===== src/design/e2q_pkg.sv =====
// Shared types, constants and constant functions for the Euler-to-quaternion block.
package e2q_pkg;

    localparam int E2Q_CORDIC_STEPS = 16;
    localparam int ANGLE_W = 16;
    localparam int QUAT_W = 16;
    localparam int DATA_W = 32;

    localparam logic signed [DATA_W-1:0] ANG_PI      = 32'sd843314857;
    localparam logic signed [DATA_W-1:0] ANG_HALF_PI = 32'sd421657428;
    localparam logic signed [17:0]       Q_ONE       = 18'sd16384;

    typedef struct packed {
        logic signed [DATA_W-1:0] x;
        logic signed [DATA_W-1:0] y;
        logic signed [DATA_W-1:0] z;
        logic                     flip;
    } rot_t;

    // atan(2^-i), 28 fraction bits
    function automatic logic signed [DATA_W-1:0] atan_value(input int i);
        logic signed [DATA_W-1:0] v;
        unique case (i)
            0:  v = 32'sd210828714;
            1:  v = 32'sd124459457;
            2:  v = 32'sd65760959;
            3:  v = 32'sd33381290;
            4:  v = 32'sd16755422;
            5:  v = 32'sd8385879;
            6:  v = 32'sd4193963;
            7:  v = 32'sd2097109;
            8:  v = 32'sd1048571;
            9:  v = 32'sd524287;
            10: v = 32'sd262144;
            11: v = 32'sd131072;
            12: v = 32'sd65536;
            13: v = 32'sd32768;
            14: v = 32'sd16384;
            15: v = 32'sd8192;
            16: v = 32'sd4096;
            17: v = 32'sd2048;
            18: v = 32'sd1024;
            19: v = 32'sd512;
            20: v = 32'sd256;
            21: v = 32'sd128;
            22: v = 32'sd64;
            23: v = 32'sd32;
            default: v = '0;
        endcase
        return v;
    endfunction

    // squared gain, 60 fraction bits
    function automatic logic [63:0] gain_sq(input int n);
        logic [63:0] p;
        p = 64'd1 << 60;
        for (int i = 0; i < n; i++)
            p = p + (p >> (2 * i));
        return p;
    endfunction

    function automatic logic [63:0] isqrt_u64(input logic [63:0] v_in);
        logic [63:0] v;
        logic [63:0] res;
        logic [63:0] bitv;
        v = v_in;
        res = '0;
        bitv = 64'd1 << 62;
        for (int i = 0; i < 32; i++) begin
            if (v >= res + bitv) begin
                v = v - (res + bitv);
                res = (res >> 1) + bitv;
            end
            else begin
                res = res >> 1;
            end
            bitv = bitv >> 2;
        end
        if (res == 64'd0)
            res = 64'd1;
        return res;
    endfunction

    // floor(a*b / 2^30)
    function automatic logic signed [DATA_W-1:0] mul30(input logic signed [DATA_W-1:0] a,
                                                       input logic signed [DATA_W-1:0] b);
        logic signed [2*DATA_W-1:0] p;
        p = a * b;
        return p[61:30];
    endfunction

endpackage


===== src/design/e2q_cordic_cell.sv =====
// One CORDIC rotation step for the three half angles.
module e2q_cordic_cell #(
    parameter int STAGE = 0
) (
    input  logic                 clk,
    input  logic                 rst_n,
    input  logic                 valid_in,
    input  e2q_pkg::rot_t [2:0]  rot_in,
    output logic                 valid_out,
    output e2q_pkg::rot_t [2:0]  rot_out
);
    import e2q_pkg::*;

    localparam logic signed [DATA_W-1:0] ATAN = atan_value(STAGE);

    logic          valid_reg;
    rot_t [2:0]    rot_reg;
    rot_t [2:0]    rot_next;

    always_comb
    begin
        for (int a = 0; a < 3; a++) begin
            rot_next[a].flip = rot_in[a].flip;
            if (rot_in[a].z >= 0) begin
                rot_next[a].x = rot_in[a].x - (rot_in[a].y >>> STAGE);
                rot_next[a].y = rot_in[a].y + (rot_in[a].x >>> STAGE);
                rot_next[a].z = rot_in[a].z - ATAN;
            end
            else begin
                rot_next[a].x = rot_in[a].x + (rot_in[a].y >>> STAGE);
                rot_next[a].y = rot_in[a].y - (rot_in[a].x >>> STAGE);
                rot_next[a].z = rot_in[a].z + ATAN;
            end
        end
    end

    always_ff @(posedge clk or negedge rst_n)
    begin
        if (!rst_n)
            valid_reg <= 1'b0;
        else
            valid_reg <= valid_in;
    end

    always_ff @(posedge clk)
    begin
        rot_reg <= rot_next;
    end

    assign valid_out = valid_reg;
    assign rot_out   = rot_reg;
endmodule


===== config.mk =====
export PLATFORM = sky130hd
export DESIGN_NAME = e2q_cordic_cell
export DESIGN_NICKNAME = d
export VERILOG_FILES = /design/src/design/e2q_pkg.sv /design/src/design/e2q_cordic_cell.sv
export SDC_FILE = /design/constraint.sdc
export NUM_CORES = 1
export LEC_CHECK = 0
export BUFFER_PORTS_ARGS = -buffer_cell sky130_fd_sc_hd__buf_4
export CAP_MARGIN = 20
export CORE_MARGIN = 2
export CORE_UTILIZATION = 30
export CTS_CLUSTER_SIZE = 30
export DETAILED_ROUTE_END_ITERATION = 16
export PLACE_DENSITY = 0.6
export SYNTH_ARGS = -nofsm -noshare
export SYNTH_HDL_FRONTEND = slang
export SYNTH_SLANG_ARGS = --single-unit
export TNS_END_PERCENT = 10

===== constraint.sdc =====
create_clock -name clk -period 1.05 [get_ports clk]
set_input_delay 0.0525 -clock clk [delete_from_list [all_inputs] [get_ports clk]]
set_output_delay 0.0525 -clock clk [all_outputs]
set_load 0.01 [all_outputs]

==> results.yml, run 1 <==
synthesis:
  avgSynthCellArea_um2: 7.799
  synth-edff-count: 0
  synthArstFlopShare: 0.003460
  yosys.area.top_type_share: 0.2254
  synthCells: 3280
  yosysWarnings: 0
  yosysTopAreaCell: "dfxtp_1"
  seq_area_frac_synth: 0.2264
  yosysUniqueCellTypes: 91
  synth_top_cells_by_area: "dfxtp_1, ha_1, a21oi_1, xnor2_1, inv_1"
  syn_area_mm2: 0.02558
  ys.flop_type: "dfxtp_1"
  ys_ff_latch: 289
  synth_fp_nets: 3952
finish:
  num-fill-cells: 7711
  final_cell_mix: "buf_4, a21oi_1, ha_1"
  post_route_cells_drive_above_1_share: 0.4597
  final_common_cell: "buf_4"
  nNetsFinal: 5733
  final_cells: 6242
  design_area_mm2: 0.04607
  syn_to_final_growth_pct: 80.10
global_routing:
  antenna_found_initial: 13
  grtUsageTotal: 0.2448
  grt_overflow: 0
  grt_pass1_wl_um: 169200
  grt_pass1_vias: 30550
  grt_max_degree: 89
timing:
  finalCritPeriodShare: 2.255
  slew_viol_final: 0
  layout_min_cycle_time_ns: 2.368
  tightest_slew_ns: 1.056
  finalSetupViolations: 522
  hold_violations: 29
  holdWs_ns: -0.08995
  slew_headroom: 0.2960
  rsz0062_at_grt: "yes"
  fmax_mhz: 422.3
  fin_tns_setup_ns: -172.95
  fin_ws_ns: -1.318
worst_hold_path:
  hp-start: "rot_in[28]"
  whs_path_depth: 4
  whs_endpoint: "rot_out[28]"
  min_path_type: "input pin to register"
place:
  dp_hpwl_um: 89320
  place_ws_ns: -2.024
  port_buffers: 585
  place_area_mm2: 0.03938
  place_congestion: 1.001
  dp.cells: 5956
detailed_routing:
  routed_wl_um: 114000
  num_vias: 30820
  wire_per_inst_um: 18.26
  drtAntennaViolNets: 0
  first_pass_iters: 6
  viasPerCell: 4.938
  drtIter0Drc: 1856
  drc_errors: 0
setup_path:
  worst_ep_arrival_time_ns: 2.84
  cp_max_fo: 3
  cp.required_ns: 1.52
  crit_path_end_kind: "register"
  critical_path_class: "input pin to register"
  startpoint_type: "input pin"
power:
  p_leak_nw: 22.38
  power_density_mw_per_mm2: 1282
  max-vdd-ir-drop_uv: 1233
  finalPower_mw: 59.08
floorplanning:
  placeableCoreArea_mm2: 0.08488
  die_w_um: 296.0
  pin_count: 586
  rows: 107
  start_util: 0.3014
  die_area_mm2: 0.08762
  die_h_um: 296.0
clocking:
  clock_path_buffers: 3
  clk_pin_slew_worst_paths_ns: 0.06
  clkSinkCount: 289
  cts-buffers-inserted: 42
  tritoncts: "built"
  cts_max_level: 2
  cts-root-buf: "clkbuf_16"
outcome:
  status: "complete, but fails checks"
  violations: "hold timing, setup timing"
run:
  maxCapViolCount: 0
==> Yosys cell counts (all sizes together) (35+ instances only) <==
| master | n |
|---|---|
| xor2 | 49 |
| nand4 | 37 |
| nor3 | 70 |
| xnor2 | 211 |
| a21oi | 388 |
| dfxtp | 288 |
| a21o | 122 |
| nor2 | 256 |
| ha | 366 |
| clkbuf | 107 |
| nand2 | 162 |
| o21ai | 215 |
| o21bai | 78 |
| a211oi | 35 |
| inv | 312 |
| buf | 42 |
| nand3 | 53 |
| nor2b | 40 |
==> cells by family (layout without fill, tap and decap cells) <==
| group | after synthesis | count (layout) | synth area share |
|---|---|---|---|
| flip-flops | 289 | 289 | 0.2264 |
| multiplexers | 34 | 34 | 0.01335 |
| buffers and inverters | 467 | 2282 | 0.07034 |
| AO/OA/AOI/OAI | 1104 | 1104 | 0.2742 |
| AND/OR/NAND/NOR | 748 | 748 | 0.1384 |
| other | 0 | 3 | 0 |
| XOR/XNOR | 260 | 260 | 0.08902 |
| adder cells (fa/ha/maj) | 378 | 378 | 0.1884 |
==> flip-flops by register name, indices dropped and copies added (netlist names) <==
signal / flops
valid_out: 1
rot_out: 288
==> where the power goes <==
| part | internal, mW | leakage, nW | switching [mW] |
|---|---|---|---|
| logic | 14.8 | 19.2 | 13.7 |
| registers | 13.6 | 2.45 | 1.26 |
| clock network | 9.58 | 0.734 | 6.12 |
==> worst max-delay path: stages <==
cell      delay, ns
buf_8          0.08
ha_4           0.13
inv_2          0.04
fa_2           0.34
o21ba_4        0.20
or4_4          0.43
o21ai_4        0.09
a31oi_4        0.11
o31a_1         0.32
o31a_1         0.37
o21bai_1       0.22
a31oi_1        0.13
o22ai_1        0.23
xnor2_1        0.10
==> per-layer routing <==
layer	GRT usage	part of all wire	vias to the layer above	routed length [um]
met3	0.04407	0.062	255	7110
met5	0	0.0010	-	117
met1	0.3023	0.42	14460	47590
li1	-	-	15090	-
met4	0.08906	0.039	18	4423
met2	0.4238	0.48	1006	54720
==> stage by stage <==
stage,hold slack (ns),utilization
6_report,-0.08995,0.5428
5_1_grt,-0.08949,0.5427
4_1_cts,-0.1856,0.5237
3_5_place_dp,-0.1720,0.4639
3_3_place_gp,-0.1725,0.4639
2_1_floorplan,-0.2431,-
==> timing repair <==
| action | in CTS | in global routing |
|---|---|---|
| gates cloned | 0 | 1 |
| pin swaps | 271 | 173 |
| setup buffers | 50 | 36 |
| hold buffers | 124 | 9 |
| hold endpoints to repair | 162 | 34 |
| setup endpoints to repair | 527 | 540 |
| resized for setup | 474 | 305 |
==> worst max-delay path by stage <==
stage,end,depth (start not counted),from
floorplan,rot_out[63],13,rot_in[33]
global route,rot_out[95],14,rot_in[33]
CTS,rot_out[63],14,rot_in[33]
global placement,rot_out[193],15,rot_in[131]
finish,rot_out[63],14,rot_in[33]
detailed placement,rot_out[190],15,rot_in[130]
==> layout make-up <==
cell class	count	area, um^2	area share
sequential	289	5849	0.1270
inverter	318	1247	0.02708
tap	1144	1431	0.03107
timing repair buffer	1886	15010	0.3258
antenna	3	7.507	0.0001630
clock buffer	51	1146	0.02488
multi-input combinational	2524	21010	0.4561
clock inverter	27	365.4	0.007930
(Power assumes the default switching activity.)
==> run 2: changes to the inputs <==
- CELL_PAD_IN_SITES_DETAIL_PLACEMENT: not set -> 0
- CELL_PAD_IN_SITES_GLOBAL_PLACEMENT: not set -> 1
- PLACE_DENSITY: 0.6 -> not set
- PLACE_DENSITY_LB_ADDON: not set -> 0.3
==> results.yml, run 2 (same netlist as run 1, synthesis figures left out) <==
finish:
  largest_reg_flops: 288
  num-fill-cells: 7979
  nNetsFinal: 5721
  syn_to_final_growth_pct: 79.29
  post_route_cells_drive_above_1_share: 0.4601
  final_common_cell: "buf_4"
  final_cell_mix: "buf_4, a21oi_1, ha_1, dfxtp_1, inv_1"
  utilization: 0.5403
power:
  finalPower_mw: 58.26
  power_density_mw_per_mm2: 1270
  max-vdd-ir-drop_uv: 1204
  p_leak_nw: 22.21
timing:
  finalCritPeriodShare: 2.220
  rsz0062_at_grt: "yes"
  holdWs_ns: -0.08809
  slew_viol_final: 0
  fmax_mhz: 429.1
  finalSetupViolations: 525
  layout_min_cycle_time_ns: 2.331
  tightest_slew_ns: 0.9928
  fin_ws_ns: -1.281
  hold_violations: 34
  fin_tns_setup_ns: -169.58
  slew_headroom: 0.3382
place:
  place_congestion: 0.9624
  dp_hpwl_um: 88730
  port_buffers: 585
setup_path:
  crit_path_end_kind: "register"
  crit_chain: "buf_8 -> ha_4 -> inv_2 -> fa_2 -> o21ba_1 -> or4_4 -> o21ai_4 -> a31oi_2 -> o31a_1 -> o31a_1 -> o21bai_1 -> a21o_1 -> a211oi_2 -> xnor2_1"
  cp.required_ns: 1.51
  critical_path_class: "input pin to register"
  worst_ep_arrival_time_ns: 2.79
  cp_max_fo: 3
  path_common_cell: "o31a_1"
  slowest_delay_ns: 0.44
  crit_slowest_cell: "or4_4"
  startpoint_type: "input pin"
global_routing:
  grtUsageTotal: 0.2405
  grt_pass1_wl_um: 166000
  grt_overflow: 0
  grt_max_degree: 89
  grt_pass1_vias: 30150
  antenna_found_initial: 17
detailed_routing:
  first_pass_iters: 6
  drtAntennaViolNets: 0
  drc_errors: 0
  viasPerCell: 4.874
  drtIter0Drc: 1351
  num_vias: 30420
  routed_wl_um: 112400
  wire_per_inst_um: 18.01
floorplanning:
  die_w_um: 296.0
  rows: 107
  die_h_um: 296.0
  die_area_mm2: 0.08762
  placeableCoreArea_mm2: 0.08488
  pin_count: 586
  start_util: 0.3014
clocking:
  clkSinkCount: 289
  cts-root-buf: "clkbuf_16"
  clock_path_buffers: 3
  tritoncts: "built"
  cts-buffers-inserted: 41
  clk_pin_slew_worst_paths_ns: 0.06
  cts_max_level: 2
outcome:
  violations: "hold timing, setup timing"
  status: "complete, but fails checks"
run:
  maxCapViolCount: 0
worst_hold_path:
  whs_path_depth: 4
  min_path_type: "input pin to register"
  whs_endpoint: "rot_out[17]"
  hp-start: "rot_in[17]"
-- run 2: repair_timing --
| action | CTS | global route |
|---|---|---|
| setup buffers | 66 | 39 |
| endpoints found under the hold margin | 149 | 37 |
| gates cloned | 1 | 0 |
| gates resized for setup | 409 | 336 |
| pin swaps | 190 | 231 |
| endpoints found under the setup margin | 527 | 543 |
| hold buffers | 118 | 4 |
-- run 2: final cells by class --
type	instances	area, um^2	area share
Multi-Input combinational cell	2524	21090	0.4598
Timing Repair Buffer	1875	14780	0.3223
Sequential cell	289	5791	0.1263
Tap cell	1144	1431	0.03121
Inverter	318	1261	0.02750
Clock buffer	51	1156	0.02521
Clock inverter	24	312.8	0.006820
Antenna cell	16	40.04	0.0008730
-- run 2: metal layers --
layer / part of all wire / vias up / GRT usage
li1: - / 15070 / -
met1: 0.42 / 14300 / 0.3017
met2: 0.48 / 842 / 0.4106
met3: 0.058 / 210 / 0.03965
met4: 0.037 / 0 / 0.09300
met5: 0 / - / 0
-- run 2: how the worst max path moves through the flow --
| stage | startpoint | endpoint | cells past startpoint | slack [ns] |
|---|---|---|---|---|
| 2_1_floorplan | rot_in[33] | rot_out[63] | 13 | -1.58 |
| 3_3_place_gp | rot_in[235] | rot_out[244] | 14 | -2.32 |
| 3_5_place_dp | rot_in[235] | rot_out[244] | 14 | -2.27 |
| 4_1_cts | rot_in[33] | rot_out[89] | 14 | -1.23 |
| 5_1_grt | rot_in[33] | rot_out[89] | 14 | -1.35 |
| 6_report | rot_in[33] | rot_out[89] | 14 | -1.28 |
-- run 2: critical path, delay by kind of cell --
kind / cells / cell delay [ns]
AO/OA/AOI/OAI: 8 / 1.54
adder cells (fa/ha/maj): 2 / 0.47
AND/OR/NAND/NOR: 1 / 0.44
XOR/XNOR: 1 / 0.18
buffers and inverters: 2 / 0.11
-- run 2: report_power, final --
group	total (mW)	internal [mW]	switching, mW
registers	14.7	13.5	1.13
clock network	15.4	9.35	6.06
logic	28.2	14.6	13.6
-- run 2: through the flow --
step                      area, um^2  hold slack [ns]  setup WS [ns]  instances
after floorplan                26090          -0.2431         -1.581       3280
after global placement         39300          -0.1727         -2.315       5947
after detailed placement       39300          -0.1720         -2.267       5947
after CTS                      44110          -0.1534         -1.229       6195
after global routing           45860         -0.08045         -1.351       6240
final                          45860         -0.08809         -1.281       6241
